--- config.mk ---
export PLATFORM = sky130hd
export DESIGN_NAME = psnr_error_accumulator_unit
export DESIGN_NICKNAME = d
export VERILOG_FILES = /design/src/psnr_pkg.sv /design/src/psnr_error_accumulator_unit.sv /design/src/psnr_front.sv /design/src/psnr_queue.sv /design/src/psnr_back.sv
export SDC_FILE = /design/constraint.sdc
export NUM_CORES = 1
export LEC_CHECK = 0
export BUFFER_PORTS_ARGS = -buffer_cell sky130_fd_sc_hd__buf_2
export CORE_UTILIZATION = 50
export DETAILED_ROUTE_END_ITERATION = 10
export GPL_TIMING_DRIVEN = 0
export PLACE_DENSITY = 0.67
export RECOVER_POWER = 50
export SKIP_CTS_REPAIR_TIMING = 1
export SLEW_MARGIN = 40
export SYNTH_ARGS = -nofsm -noshare
export SYNTH_HDL_FRONTEND = slang
export SYNTH_SLANG_ARGS = --single-unit
export TNS_END_PERCENT = 10
--- constraint.sdc ---
create_clock -name clk -period 10.6 [get_ports clk]
set_clock_uncertainty 0.15 [all_clocks]
set_input_delay 2.12 -clock clk [delete_from_list [all_inputs] [get_ports clk]]
set_output_delay 2.12 -clock clk [all_outputs]
set_load 0.02 [all_outputs]
--- src/psnr_pkg.sv ---
// psnr_pkg: shared widths, register indexes, queue entry type and the
// squared-difference helper for the PSNR error accumulator.
// No dependencies.
package psnr_pkg;

  localparam int PIXEL_BITS  = 8;
  localparam int DIM_CFG_W   = 13;
  localparam int BORDER_W    = 11;
  localparam int ACC_W       = 42;
  localparam int PEAK_W      = 8;
  localparam int TALLY_W     = 25;
  localparam int SQ_W        = 2 * PIXEL_BITS;
  localparam int ADD_W       = SQ_W + 2;
  localparam int IN_TDATA_W  = 6 * PIXEL_BITS;
  localparam int OUT_FIELD_W = ACC_W + PEAK_W + TALLY_W;
  localparam int OUT_TDATA_W = ((OUT_FIELD_W + 7) / 8) * 8;
  localparam int CFG_IDX_W   = 2;
  localparam int CFG_DATA_W  = DIM_CFG_W;

  // Reset value of the frame width and height registers
  localparam logic [DIM_CFG_W-1:0] FRAME_DIM_RESET = DIM_CFG_W'(512);

  // Configuration register indexes
  typedef enum logic [CFG_IDX_W-1:0] {
    REG_FRAME_WIDTH  = 2'd0,
    REG_FRAME_HEIGHT = 2'd1,
    REG_BORDER_WIDTH = 2'd2,
    REG_COLOR_MODE   = 2'd3
  } cfg_reg_t;

  // One pixel pair, all three channels
  typedef struct packed {
    logic [PIXEL_BITS-1:0] orig_red;
    logic [PIXEL_BITS-1:0] filt_red;
    logic [PIXEL_BITS-1:0] orig_green;
    logic [PIXEL_BITS-1:0] filt_green;
    logic [PIXEL_BITS-1:0] orig_blue;
    logic [PIXEL_BITS-1:0] filt_blue;
  } pixel_t;

  // Classified item passed from front to back
  typedef struct packed {
    logic   in_win;      // pixel lies inside the border window
    logic   frame_last;  // last pixel of the frame
    logic   color;       // color mode in force at accept
    pixel_t pix;
  } q_entry_t;

  // Squared absolute difference of two pixel values
  function automatic logic [SQ_W-1:0] sq_diff(input logic [PIXEL_BITS-1:0] a,
                                               input logic [PIXEL_BITS-1:0] b);
    logic [PIXEL_BITS-1:0] d;
    d = (a >= b) ? (a - b) : (b - a);
    return SQ_W'(d) * SQ_W'(d);
  endfunction

endpackage

--- src/psnr_error_accumulator_unit.sv ---
// psnr_error_accumulator_unit: top level of the PSNR error accumulator.
// Uses psnr_pkg, psnr_front, psnr_queue and psnr_back.
//
//  channel | dir | handshake            | payload
//  --------+-----+----------------------+-------------------------------------
//  in_     | in  | in_tvalid/in_tready  | pixel pair, 6 x 8 bits
//  out_    | out | out_tvalid/out_tready| sum 42b, peak 8b, count 25b
//  cfg_    | in  | cfg_wr_en            | cfg_index selects, cfg_wdata 13b
//
// One item per cycle sustained, set by the square and accumulate path, unless
// a stalled result holds back a frame's last pixel; the result is registered.
// rst_n is synchronous: counters, sums and registers return to defaults.
// A stalled output holds only a new frame result; other pixels keep flowing
// through the two-entry queue until it fills.
module psnr_error_accumulator_unit #(
  parameter int MAX_DIMENSION = 4096
) (
  input  logic                                clk,
  input  logic                                rst_n,
  // fields low to high: orig_red, filt_red, orig_green, filt_green,
  // orig_blue, filt_blue
  input  logic [psnr_pkg::IN_TDATA_W-1:0]     in_tdata,
  input  logic                                in_tvalid,
  output logic                                in_tready,
  // fields low to high: squared_error_sum, peak_value, treated_count, zeros
  output logic [psnr_pkg::OUT_TDATA_W-1:0]    out_tdata,
  output logic                                out_tvalid,
  input  logic                                out_tready,
  input  logic                                cfg_wr_en,
  input  logic [psnr_pkg::CFG_IDX_W-1:0]      cfg_index,
  input  logic [psnr_pkg::CFG_DATA_W-1:0]     cfg_wdata
);

  localparam int PB = psnr_pkg::PIXEL_BITS;

  psnr_pkg::pixel_t                 pix;
  psnr_pkg::q_entry_t               f_entry, q_head;
  logic                             accept, q_full, q_not_empty, q_pop;
  logic [psnr_pkg::OUT_FIELD_W-1:0] res_data;

  // Unpack input fields
  always_comb begin
    pix.orig_red   = in_tdata[0*PB +: PB];
    pix.filt_red   = in_tdata[1*PB +: PB];
    pix.orig_green = in_tdata[2*PB +: PB];
    pix.filt_green = in_tdata[3*PB +: PB];
    pix.orig_blue  = in_tdata[4*PB +: PB];
    pix.filt_blue  = in_tdata[5*PB +: PB];
  end

  assign in_tready = !q_full;
  assign accept    = in_tvalid && in_tready;
  assign out_tdata = psnr_pkg::OUT_TDATA_W'(res_data);

  psnr_front #(
    .MAX_DIMENSION(MAX_DIMENSION)
  ) u_front (
    .clk       (clk),
    .rst_n     (rst_n),
    .cfg_wr_en (cfg_wr_en),
    .cfg_index (cfg_index),
    .cfg_wdata (cfg_wdata),
    .accept    (accept),
    .pix       (pix),
    .entry     (f_entry)
  );

  psnr_queue u_queue (
    .clk        (clk),
    .rst_n      (rst_n),
    .push       (accept),
    .push_entry (f_entry),
    .full       (q_full),
    .pop        (q_pop),
    .not_empty  (q_not_empty),
    .head       (q_head)
  );

  psnr_back u_back (
    .clk         (clk),
    .rst_n       (rst_n),
    .q_not_empty (q_not_empty),
    .q_head      (q_head),
    .q_pop       (q_pop),
    .out_valid   (out_tvalid),
    .out_ready   (out_tready),
    .out_data    (res_data)
  );

endmodule

--- src/psnr_front.sv ---
// psnr_front: configuration registers, raster counters and window
// classification of incoming pixel pairs. Depends on psnr_pkg.
module psnr_front #(
  parameter int MAX_DIMENSION = 4096
) (
  input  logic                              clk,
  input  logic                              rst_n,
  input  logic                              cfg_wr_en,
  input  logic [psnr_pkg::CFG_IDX_W-1:0]    cfg_index,
  input  logic [psnr_pkg::CFG_DATA_W-1:0]   cfg_wdata,
  input  logic                              accept,
  input  psnr_pkg::pixel_t                  pix,
  output psnr_pkg::q_entry_t                entry
);

  localparam int CW = $clog2(MAX_DIMENSION);
  localparam int DW = $clog2(MAX_DIMENSION + 1);

  logic [psnr_pkg::DIM_CFG_W-1:0] frame_width_r, frame_height_r;
  logic [psnr_pkg::BORDER_W-1:0]  border_width_r;
  logic                           color_mode_r;
  logic [CW-1:0]                  col_r, col_nxt, row_r, row_nxt;
  logic [DW-1:0]                  w_dim, h_dim;
  logic                           last_col, last_row, col_win, row_win;

  // Configuration writes
  always_ff @(posedge clk) begin
    if (!rst_n) begin
      frame_width_r  <= psnr_pkg::FRAME_DIM_RESET;
      frame_height_r <= psnr_pkg::FRAME_DIM_RESET;
      border_width_r <= '0;
      color_mode_r   <= 1'b0;
    end else if (cfg_wr_en) begin
      case (psnr_pkg::cfg_reg_t'(cfg_index))
        psnr_pkg::REG_FRAME_WIDTH:  frame_width_r  <= cfg_wdata;
        psnr_pkg::REG_FRAME_HEIGHT: frame_height_r <= cfg_wdata;
        psnr_pkg::REG_BORDER_WIDTH: border_width_r <= cfg_wdata[psnr_pkg::BORDER_W-1:0];
        psnr_pkg::REG_COLOR_MODE:   color_mode_r   <= cfg_wdata[0];
        default: ;
      endcase
    end
  end

  // Effective dimensions: zero acts as one, oversize clamps
  always_comb begin
    if (frame_width_r == '0)
      w_dim = DW'(1);
    else if (32'(frame_width_r) > 32'(MAX_DIMENSION))
      w_dim = DW'(MAX_DIMENSION);
    else
      w_dim = DW'(frame_width_r);
    if (frame_height_r == '0)
      h_dim = DW'(1);
    else if (32'(frame_height_r) > 32'(MAX_DIMENSION))
      h_dim = DW'(MAX_DIMENSION);
    else
      h_dim = DW'(frame_height_r);
  end

  // Window test and end-of-row / end-of-frame flags
  always_comb begin
    last_col = (32'(col_r) + 32'd1) >= 32'(w_dim);
    last_row = (32'(row_r) + 32'd1) >= 32'(h_dim);
    col_win  = (2 * 32'(border_width_r) < 32'(w_dim)) &&
               (32'(col_r) >= 32'(border_width_r)) &&
               (32'(col_r) + 32'(border_width_r) < 32'(w_dim));
    row_win  = (2 * 32'(border_width_r) < 32'(h_dim)) &&
               (32'(row_r) >= 32'(border_width_r)) &&
               (32'(row_r) + 32'(border_width_r) < 32'(h_dim));
  end

  // Counter advance
  always_comb begin
    col_nxt = col_r;
    row_nxt = row_r;
    if (accept) begin
      if (!last_col) begin
        col_nxt = col_r + CW'(1);
      end else begin
        col_nxt = '0;
        row_nxt = last_row ? '0 : row_r + CW'(1);
      end
    end
  end

  always_ff @(posedge clk) begin
    if (!rst_n) begin
      col_r <= '0;
      row_r <= '0;
    end else begin
      col_r <= col_nxt;
      row_r <= row_nxt;
    end
  end

  // Classified item
  always_comb begin
    entry.in_win     = col_win && row_win;
    entry.frame_last = last_col && last_row;
    entry.color      = color_mode_r;
    entry.pix        = pix;
  end

endmodule

--- src/psnr_queue.sv ---
// psnr_queue: two-entry queue between the front classifier and the back
// accumulator. Depends on psnr_pkg.
module psnr_queue (
  input  logic               clk,
  input  logic               rst_n,
  input  logic               push,
  input  psnr_pkg::q_entry_t push_entry,
  output logic               full,
  input  logic               pop,
  output logic               not_empty,
  output psnr_pkg::q_entry_t head
);

  psnr_pkg::q_entry_t mem [2];
  logic               wr_ptr_r, rd_ptr_r;
  logic [1:0]         count_r, count_nxt;

  assign full      = (count_r == 2'd2);
  assign not_empty = (count_r != 2'd0);
  assign head      = mem[rd_ptr_r];

  // Storage
  always_ff @(posedge clk) begin
    if (push) mem[wr_ptr_r] <= push_entry;
  end

  // Occupancy
  always_comb begin
    count_nxt = count_r;
    if (push && !pop) count_nxt = count_r + 2'd1;
    else if (pop && !push) count_nxt = count_r - 2'd1;
  end

  always_ff @(posedge clk) begin
    if (!rst_n) begin
      wr_ptr_r <= 1'b0;
      rd_ptr_r <= 1'b0;
      count_r  <= '0;
    end else begin
      if (push) wr_ptr_r <= ~wr_ptr_r;
      if (pop)  rd_ptr_r <= ~rd_ptr_r;
      count_r <= count_nxt;
    end
  end

endmodule

--- src/psnr_back.sv ---
// psnr_back: squared-error stage, saturating accumulator, peak and tally,
// and the result register. Depends on psnr_pkg.
module psnr_back (
  input  logic                                 clk,
  input  logic                                 rst_n,
  input  logic                                 q_not_empty,
  input  psnr_pkg::q_entry_t                   q_head,
  output logic                                 q_pop,
  output logic                                 out_valid,
  input  logic                                 out_ready,
  output logic [psnr_pkg::OUT_FIELD_W-1:0]     out_data
);

  // Stage A: squared differences
  logic                            a_valid_r, a_win_r, a_last_r, a_color_r;
  logic [psnr_pkg::ADD_W-1:0]      a_add_r, a_add_nxt;
  logic [psnr_pkg::PIXEL_BITS-1:0] a_orig_r;
  logic                            a_ready, b_fire;

  // Stage B: accumulation state and result register
  logic [psnr_pkg::ACC_W-1:0]       acc_r, acc_nxt;
  logic [psnr_pkg::ACC_W:0]         acc_sum;
  logic [psnr_pkg::PEAK_W-1:0]      peak_r, peak_nxt, peak_out;
  logic [psnr_pkg::TALLY_W-1:0]     tally_r, tally_nxt;
  logic                             out_valid_r;
  logic [psnr_pkg::OUT_FIELD_W-1:0] out_data_r;

  // A last item waits only while an unread result still sits in the register
  assign b_fire    = a_valid_r && !(a_last_r && out_valid_r && !out_ready);
  assign a_ready   = !a_valid_r || b_fire;
  assign q_pop     = a_ready && q_not_empty;
  assign out_valid = out_valid_r;
  assign out_data  = out_data_r;

  always_comb begin
    a_add_nxt = psnr_pkg::ADD_W'(psnr_pkg::sq_diff(q_head.pix.orig_red, q_head.pix.filt_red));
    if (q_head.color)
      a_add_nxt = a_add_nxt
        + psnr_pkg::ADD_W'(psnr_pkg::sq_diff(q_head.pix.orig_green, q_head.pix.filt_green))
        + psnr_pkg::ADD_W'(psnr_pkg::sq_diff(q_head.pix.orig_blue, q_head.pix.filt_blue));
  end

  always_ff @(posedge clk) begin
    if (!rst_n) begin
      a_valid_r <= 1'b0;
    end else if (a_ready) begin
      a_valid_r <= q_not_empty;
    end
  end

  always_ff @(posedge clk) begin
    if (q_pop) begin
      a_add_r   <= a_add_nxt;
      a_win_r   <= q_head.in_win;
      a_last_r  <= q_head.frame_last;
      a_color_r <= q_head.color;
      a_orig_r  <= q_head.pix.orig_red;
    end
  end

  // Updated sums for the item in stage A
  always_comb begin
    acc_sum   = {1'b0, acc_r} + (psnr_pkg::ACC_W + 1)'(a_add_r);
    acc_nxt   = acc_r;
    peak_nxt  = peak_r;
    tally_nxt = tally_r;
    if (a_win_r) begin
      acc_nxt = acc_sum[psnr_pkg::ACC_W] ? '1 : acc_sum[psnr_pkg::ACC_W-1:0];
      if (!a_color_r && (a_orig_r > peak_r)) peak_nxt = a_orig_r;
      if (tally_r != '1) tally_nxt = tally_r + psnr_pkg::TALLY_W'(1);
    end
    peak_out = a_color_r ? '1 : peak_nxt;
  end

  // Accumulate, or hand over the frame result and clear
  always_ff @(posedge clk) begin
    if (!rst_n) begin
      acc_r       <= '0;
      peak_r      <= '0;
      tally_r     <= '0;
      out_valid_r <= 1'b0;
    end else begin
      if (b_fire) begin
        if (a_last_r) begin
          acc_r   <= '0;
          peak_r  <= '0;
          tally_r <= '0;
        end else begin
          acc_r   <= acc_nxt;
          peak_r  <= peak_nxt;
          tally_r <= tally_nxt;
        end
      end
      if (b_fire && a_last_r) out_valid_r <= 1'b1;
      else if (out_ready)     out_valid_r <= 1'b0;
    end
  end

  always_ff @(posedge clk) begin
    if (b_fire && a_last_r) out_data_r <= {tally_nxt, peak_out, acc_nxt};
  end

endmodule

==> results by group, run 1 <==
Global routing
  • Initial antenna violation count: 1
  • Global-route wire length before repair: 98,700 um
  • Vias in the first global route: 19,870
  • Gr usage total: 0.2296
  • Grt total ovfl: 0
  • Largest net degree at the start of global routing: 45

Die
  • Die area: 0.05290 sq mm
  • Initial Util: 0.5067
  • Die Ht: 230.0 um
  • Num rows: 83
  • Top-Level Pins: 150
  • Chip width: 230.0 um
  • Core area: 0.05130 sq mm

Finish
  • Finished Core Util: 0.5849
  • Post-Layout Cell Count: 3,644
  • Commonest non-fill, non-tap cell in the layout: inv_1
  • Diodes inserted: 0
  • Most frequent cells in the layout: inv_1, ha_1, nand2_1
  • Area grow syn2layout: 15.42%
  • FILL cells: 4,483
  • Layout cell share with drive strength beyond 1: 0.1326
  • Fin area: 0.03000 sq mm
  • Fin nets: 3,404

Worst setup path
  • WS Path Type: reg -> reg
  • Startpoint types: flop
  • Slowest CP cell: fa_1
  • Crit path DAT: 10.75 ns
  • Worst reg2reg path depth: 42
  • Max stage delay on crit path: 0.55 ns
  • Critical path capture point type: flop
  • Max FO, Critical Path: 6
  • Worst EP required: 10.76 ns

Hold path
  • Tightest Hold Check Type: reg -> reg
  • Hold Crit Depth: 1

Route
  • Detailed Routing Iterations Pass 1: 5
  • Routed Wire Length: 61,540 um
  • DR DRC count: 0
  • Antenna Nets Post-Route: 0
  • DRT iter0 DRCs: 1,221
  • Vias per cell: 5.552
  • Vias: 20,230
  • WL/cell: 16.89 um

Placement
  • IO buf count: 144
  • Placed cells: 3,527
  • Post-DP HPWL: 47,640 um
  • Global placement routability congestion: 0.9082
  • Placed cell area: 0.02775 sq mm

STA
  • RSZ-0062 raised after global routing: true
  • Setup TNS: 0 ns
  • Max frequency: 94.51 MHz
  • Setup violators final: 0
  • Final min period: 10.58 ns
  • Crit share post-route: 0.9982
  • Fin. Hold Viols: 0
  • Worst slew margin: 0.4496
  • Max Slew Vio Count: 0
  • Worst-Margin Slew: 0.8255 ns

Synth
  • Yosys warnings: 0
  • Most common flop cell mapped by yosys: edfxtp_1
  • Post-synth EDFFs: 206
  • #FFs+latches synth: 350
  • Distinct cell type count after synthesis: 92
  • Yosys top cell by area: edfxtp_1
  • Average size of a mapped cell: 9.649 sq um
  • Sequential fraction of the synthesis area: 0.3489
  • Cell Area, Synth: 0.02599 sq mm
  • Gate Count Post-Synth: 2,694
  • Post-synth top area share: 0.2380
  • Async SR Flop Fraction: 0
  • Ranking of synthesized cells by area: edfxtp_1, ha_1, dfxtp_1

Clock tree
  • Worst-Skew Late Latency: 0.58 ns
  • Clock slew at reported path FFs: 0.06 ns
  • Max Root-Sink Buffers: 3
  • Clock Sinks: 350
  • H-tree depth: 2
  • CTS tree: done
  • Total CTS buffers: 40
  • Clk root buf: clkbuf_16

Status
  • Outcome: completed

Job
  • Max-Cap Viols: 0
Yosys cell counts (30+ instances only):
library cell	n
a21boi_0	42
a21o_1	42
a21oi_1	123
and2_1	31
clkbuf_1	61
dfxtp_1	144
edfxtp_1	206
fa_1	122
ha_1	282
inv_1	296
mux2i_1	63
nand2_1	266
nand3_1	54
nor2_1	218
nor2b_1	30
nor3_1	35
o21a_1	38
o21ai_0	99
xnor2_1	85
xor2_1	56
state kept, by name (all words and copies together), names as in the netlist, 2 cells and up, named ones only:
signal,cells
u_back.a_add_r,18
u_back.a_orig_r,8
u_back.acc_r,42
u_back.out_data,75
u_back.peak_r,8
u_back.tally_r,25
u_front.border_width_r,11
u_front.col_r,12
u_front.frame_height_r,13
u_front.frame_width_r,13
u_front.row_r,12
u_queue.count_r,2
u_queue.mem,102
per-layer routing:
layer	global-route usage	share of wire	up-vias
met3	0.02803	0.047	131
met4	0.08961	0.035	0
met1	0.2942	0.43	9741
li1	-	-	9844
met5	0	0	-
met2	0.3938	0.48	517
final timing paths:
kind / slack, ns / from / to
worst max-delay path: 0.02 / flop / u_back.a_add_r[17]
worst min-delay path: 0.33 / u_back.peak_r[2] / u_back.peak_r[2]
worst max register to register: 0.02 / flop / u_back.a_add_r[17]
worst min register to register: 0.33 / u_back.peak_r[2] / u_back.peak_r[2]
through the flow:
stage | hold WS, ns | worst slack (ns)
after global routing | 0.3374 | -0.3258
after floorplan | 0.2753 | 0.02375
after global placement | 0.3073 | -1.536
after detailed placement | 0.3067 | -1.306
after CTS | 0.3264 | -1.347
final | 0.3258 | 0.01866
kinds of logic after synthesis:
kind of cell	count (synthesis)	share of synthesized area
and+or+nand+nor	774	0.1381
AOI/OAI and AO/OA	563	0.1485
adders and majority gates	404	0.2297
buffers and inverters	387	0.05776
DFF	350	0.3489
xor gates and xnor gates	143	0.04876
muxes	72	0.02816
other	1	0.0001443
layout make-up:
type / count / area [sq um] / share of cell area
multi-input cells: 1961 / 15930 / 0.5309
clock inverters: 24 / 335.3 / 0.01118
flip-flops and latches: 350 / 9072 / 0.3024
clock buffers: 50 / 1079 / 0.03595
repair buffers: 193 / 1184 / 0.03945
plain buffers: 84 / 421.7 / 0.01405
well taps: 680 / 850.8 / 0.02836
inverters: 302 / 1134 / 0.03778
critical path: cells and delay by family, from the launching register on:
| kind | cells | cell delay (ns) |
|---|---|---|
| muxes | 2 | 0.52 |
| adders and majority gates | 12 | 4.71 |
| and+or+nand+nor | 2 | 0.12 |
| DFF | 1 | 0.42 |
| xor gates and xnor gates | 2 | 0.42 |
| buffers and inverters | 8 | 0.69 |
| AOI/OAI and AO/OA | 16 | 3.27 |
Power of run 1 is left out: the tool's default activity adds up to more than one toggle a clock period on the data nets, which glitch-free logic cannot reach.
==> run 2, diff against run 1 <==
--- a/config.mk
+++ b/config.mk
@@ -7,6 +7,7 @@
 export LEC_CHECK = 0
 export BUFFER_PORTS_ARGS = -buffer_cell sky130_fd_sc_hd__buf_2
 export CORE_UTILIZATION = 50
+export CTS_BUF_LIST = sky130_fd_sc_hd__clkbuf_4
 export DETAILED_ROUTE_END_ITERATION = 10
 export GPL_TIMING_DRIVEN = 0
 export PLACE_DENSITY = 0.67
==> results by group, run 2 (same netlist as run 1, synthesis figures left out) <==
Status
  • Outcome: completed

Die
  • Top-Level Pins: 150
  • Chip width: 230.0 um
  • Initial Util: 0.5067
  • Die area: 0.05290 sq mm
  • Num rows: 83
  • Die Ht: 230.0 um
  • Core area: 0.05130 sq mm

Finish
  • Commonest non-fill, non-tap cell in the layout: inv_1
  • Layout cell share with drive strength beyond 1: 0.1548
  • Largest register FFs: 102
  • Fin area: 0.02982 sq mm
  • Biggest register: u_queue.mem
  • Area grow syn2layout: 14.73%
  • Most frequent cells in the layout: inv_1, ha_1, nand2_1
  • Fin nets: 3,456
  • FILL cells: 4,586

Global routing
  • Gr usage total: 0.2323
  • Global-route wire length before repair: 99,550 um
  • Largest net degree at the start of global routing: 45
  • Vias in the first global route: 20,320
  • Grt total ovfl: 0
  • Initial antenna violation count: 3

Worst setup path
  • CP Depth: 42
  • Critical path capture point type: flop
  • Slowest CP cell: fa_1
  • FF-to-FF setup slack: 0.007 ns
  • Startpoint types: flop
  • WP buf/inv: 8
  • Cell family with most CP delay: adder cells
  • WS Path Type: reg -> reg
  • Worst EP required: 11.05 ns
  • R2r endpoint: u_back.a_add_r[17]
  • Max stage delay on crit path: 0.55 ns
  • Worst reg2reg path depth: 42
  • Worst setup endpoint: u_back.a_add_r[17]
  • Max FO, Critical Path: 6
  • Crit path DAT: 11.04 ns

Route
  • DR DRC count: 0
  • Antenna Nets Post-Route: 0
  • Vias per cell: 5.492
  • DRT iter0 DRCs: 1,296
  • Detailed Routing Iterations Pass 1: 5
  • WL/cell: 16.57 um
  • Routed Wire Length: 61,960 um
  • Vias: 20,540

Clock tree
  • Total CTS buffers: 92
  • Clock Sinks: 350
  • H-tree depth: 3
  • Clock slew at reported path FFs: 0.06 ns
  • CTS tree: done
  • Worst-Skew Late Latency: 0.88 ns
  • Clk root buf: clkbuf_4
  • Max Root-Sink Buffers: 3

Placement
  • IO buf count: 144
  • Placed cell area: 0.02775 sq mm
  • Global placement routability congestion: 0.9082
  • Post-DP HPWL: 47,640 um

Job
  • Max-Cap Viols: 0

STA
  • Final min period: 10.59 ns
  • Hold_ws: 0.3201 ns
  • Crit share post-route: 0.9993
  • Worst slew margin: 0.4659
  • Fin. Hold Viols: 0
  • Setup violators final: 0
  • Max Slew Vio Count: 0
  • Max frequency: 94.40 MHz
  • RSZ-0062 raised after global routing: true
  • Worst-Margin Slew: 0.8011 ns

Hold path
  • Tightest Hold Check Type: reg -> reg
run 2: worst min path at each step:
stage                    startpoint                 end  cells after the start
5_1_grt            u_back.peak_r[2]    u_back.peak_r[2]                      1
3_5_place_dp       u_back.peak_r[7]    u_back.peak_r[7]                      1
3_3_place_gp       u_back.peak_r[2]    u_back.peak_r[2]                      1
2_1_floorplan  u_front.color_mode_r  u_queue.mem[0][48]                      0
6_report           u_back.peak_r[2]    u_back.peak_r[2]                      1
4_1_cts            u_back.peak_r[2]    u_back.peak_r[2]                      1
run 2: routing by layer:
layer,vias to the layer above,wire length (um),global-route usage,share of wire
li1,9994,-,-,-
met1,9880,26910,0.2928,0.43
met2,524,30210,0.3966,0.49
met3,137,3020,0.04030,0.049
met4,0,1809,0.08816,0.029
met5,-,0,0,0
run 2: area by class of cell:
cell class | count | area [sq um] | share of cell area
Timing Repair Buffer | 193 | 1184 | 0.03969
Inverter | 302 | 1134 | 0.03801
Sequential cell | 350 | 9072 | 0.3042
Clock inverter | 33 | 235.2 | 0.007887
Tap cell | 680 | 850.8 | 0.02853
Multi-Input combinational cell | 1961 | 15920 | 0.5338
Buffer | 84 | 421.7 | 0.01414
Clock buffer | 133 | 998.5 | 0.03348
Antenna cell | 3 | 7.507 | 0.0002517
run 2: through the flow:
step / util / setup TNS [ns] / setup slack, ns / cells
6_report: 0.5814 / 0 / 0.007131 / 3739
5_1_grt: 0.5814 / -0.6530 / -0.3272 / 3739
4_1_cts: 0.5650 / -6.179 / -1.347 / 3693
3_5_place_dp: 0.5409 / -5.525 / -1.306 / 3527
3_3_place_gp: 0.5380 / -7.542 / -1.536 / 3522
2_1_floorplan: - / 0 / 0.02375 / 2698
run 2: worst reg2reg max path: cells and delay by family (launching register included):
kind,cells,cell delay [ns]
adders and majority gates,12,4.69
muxes,2,0.52
DFF,1,0.43
xor gates and xnor gates,2,0.43
AOI/OAI and AO/OA,16,3.28
buffers and inverters,8,0.69
and+or+nand+nor,2,0.12
Power of run 2 is left out for the same reason.
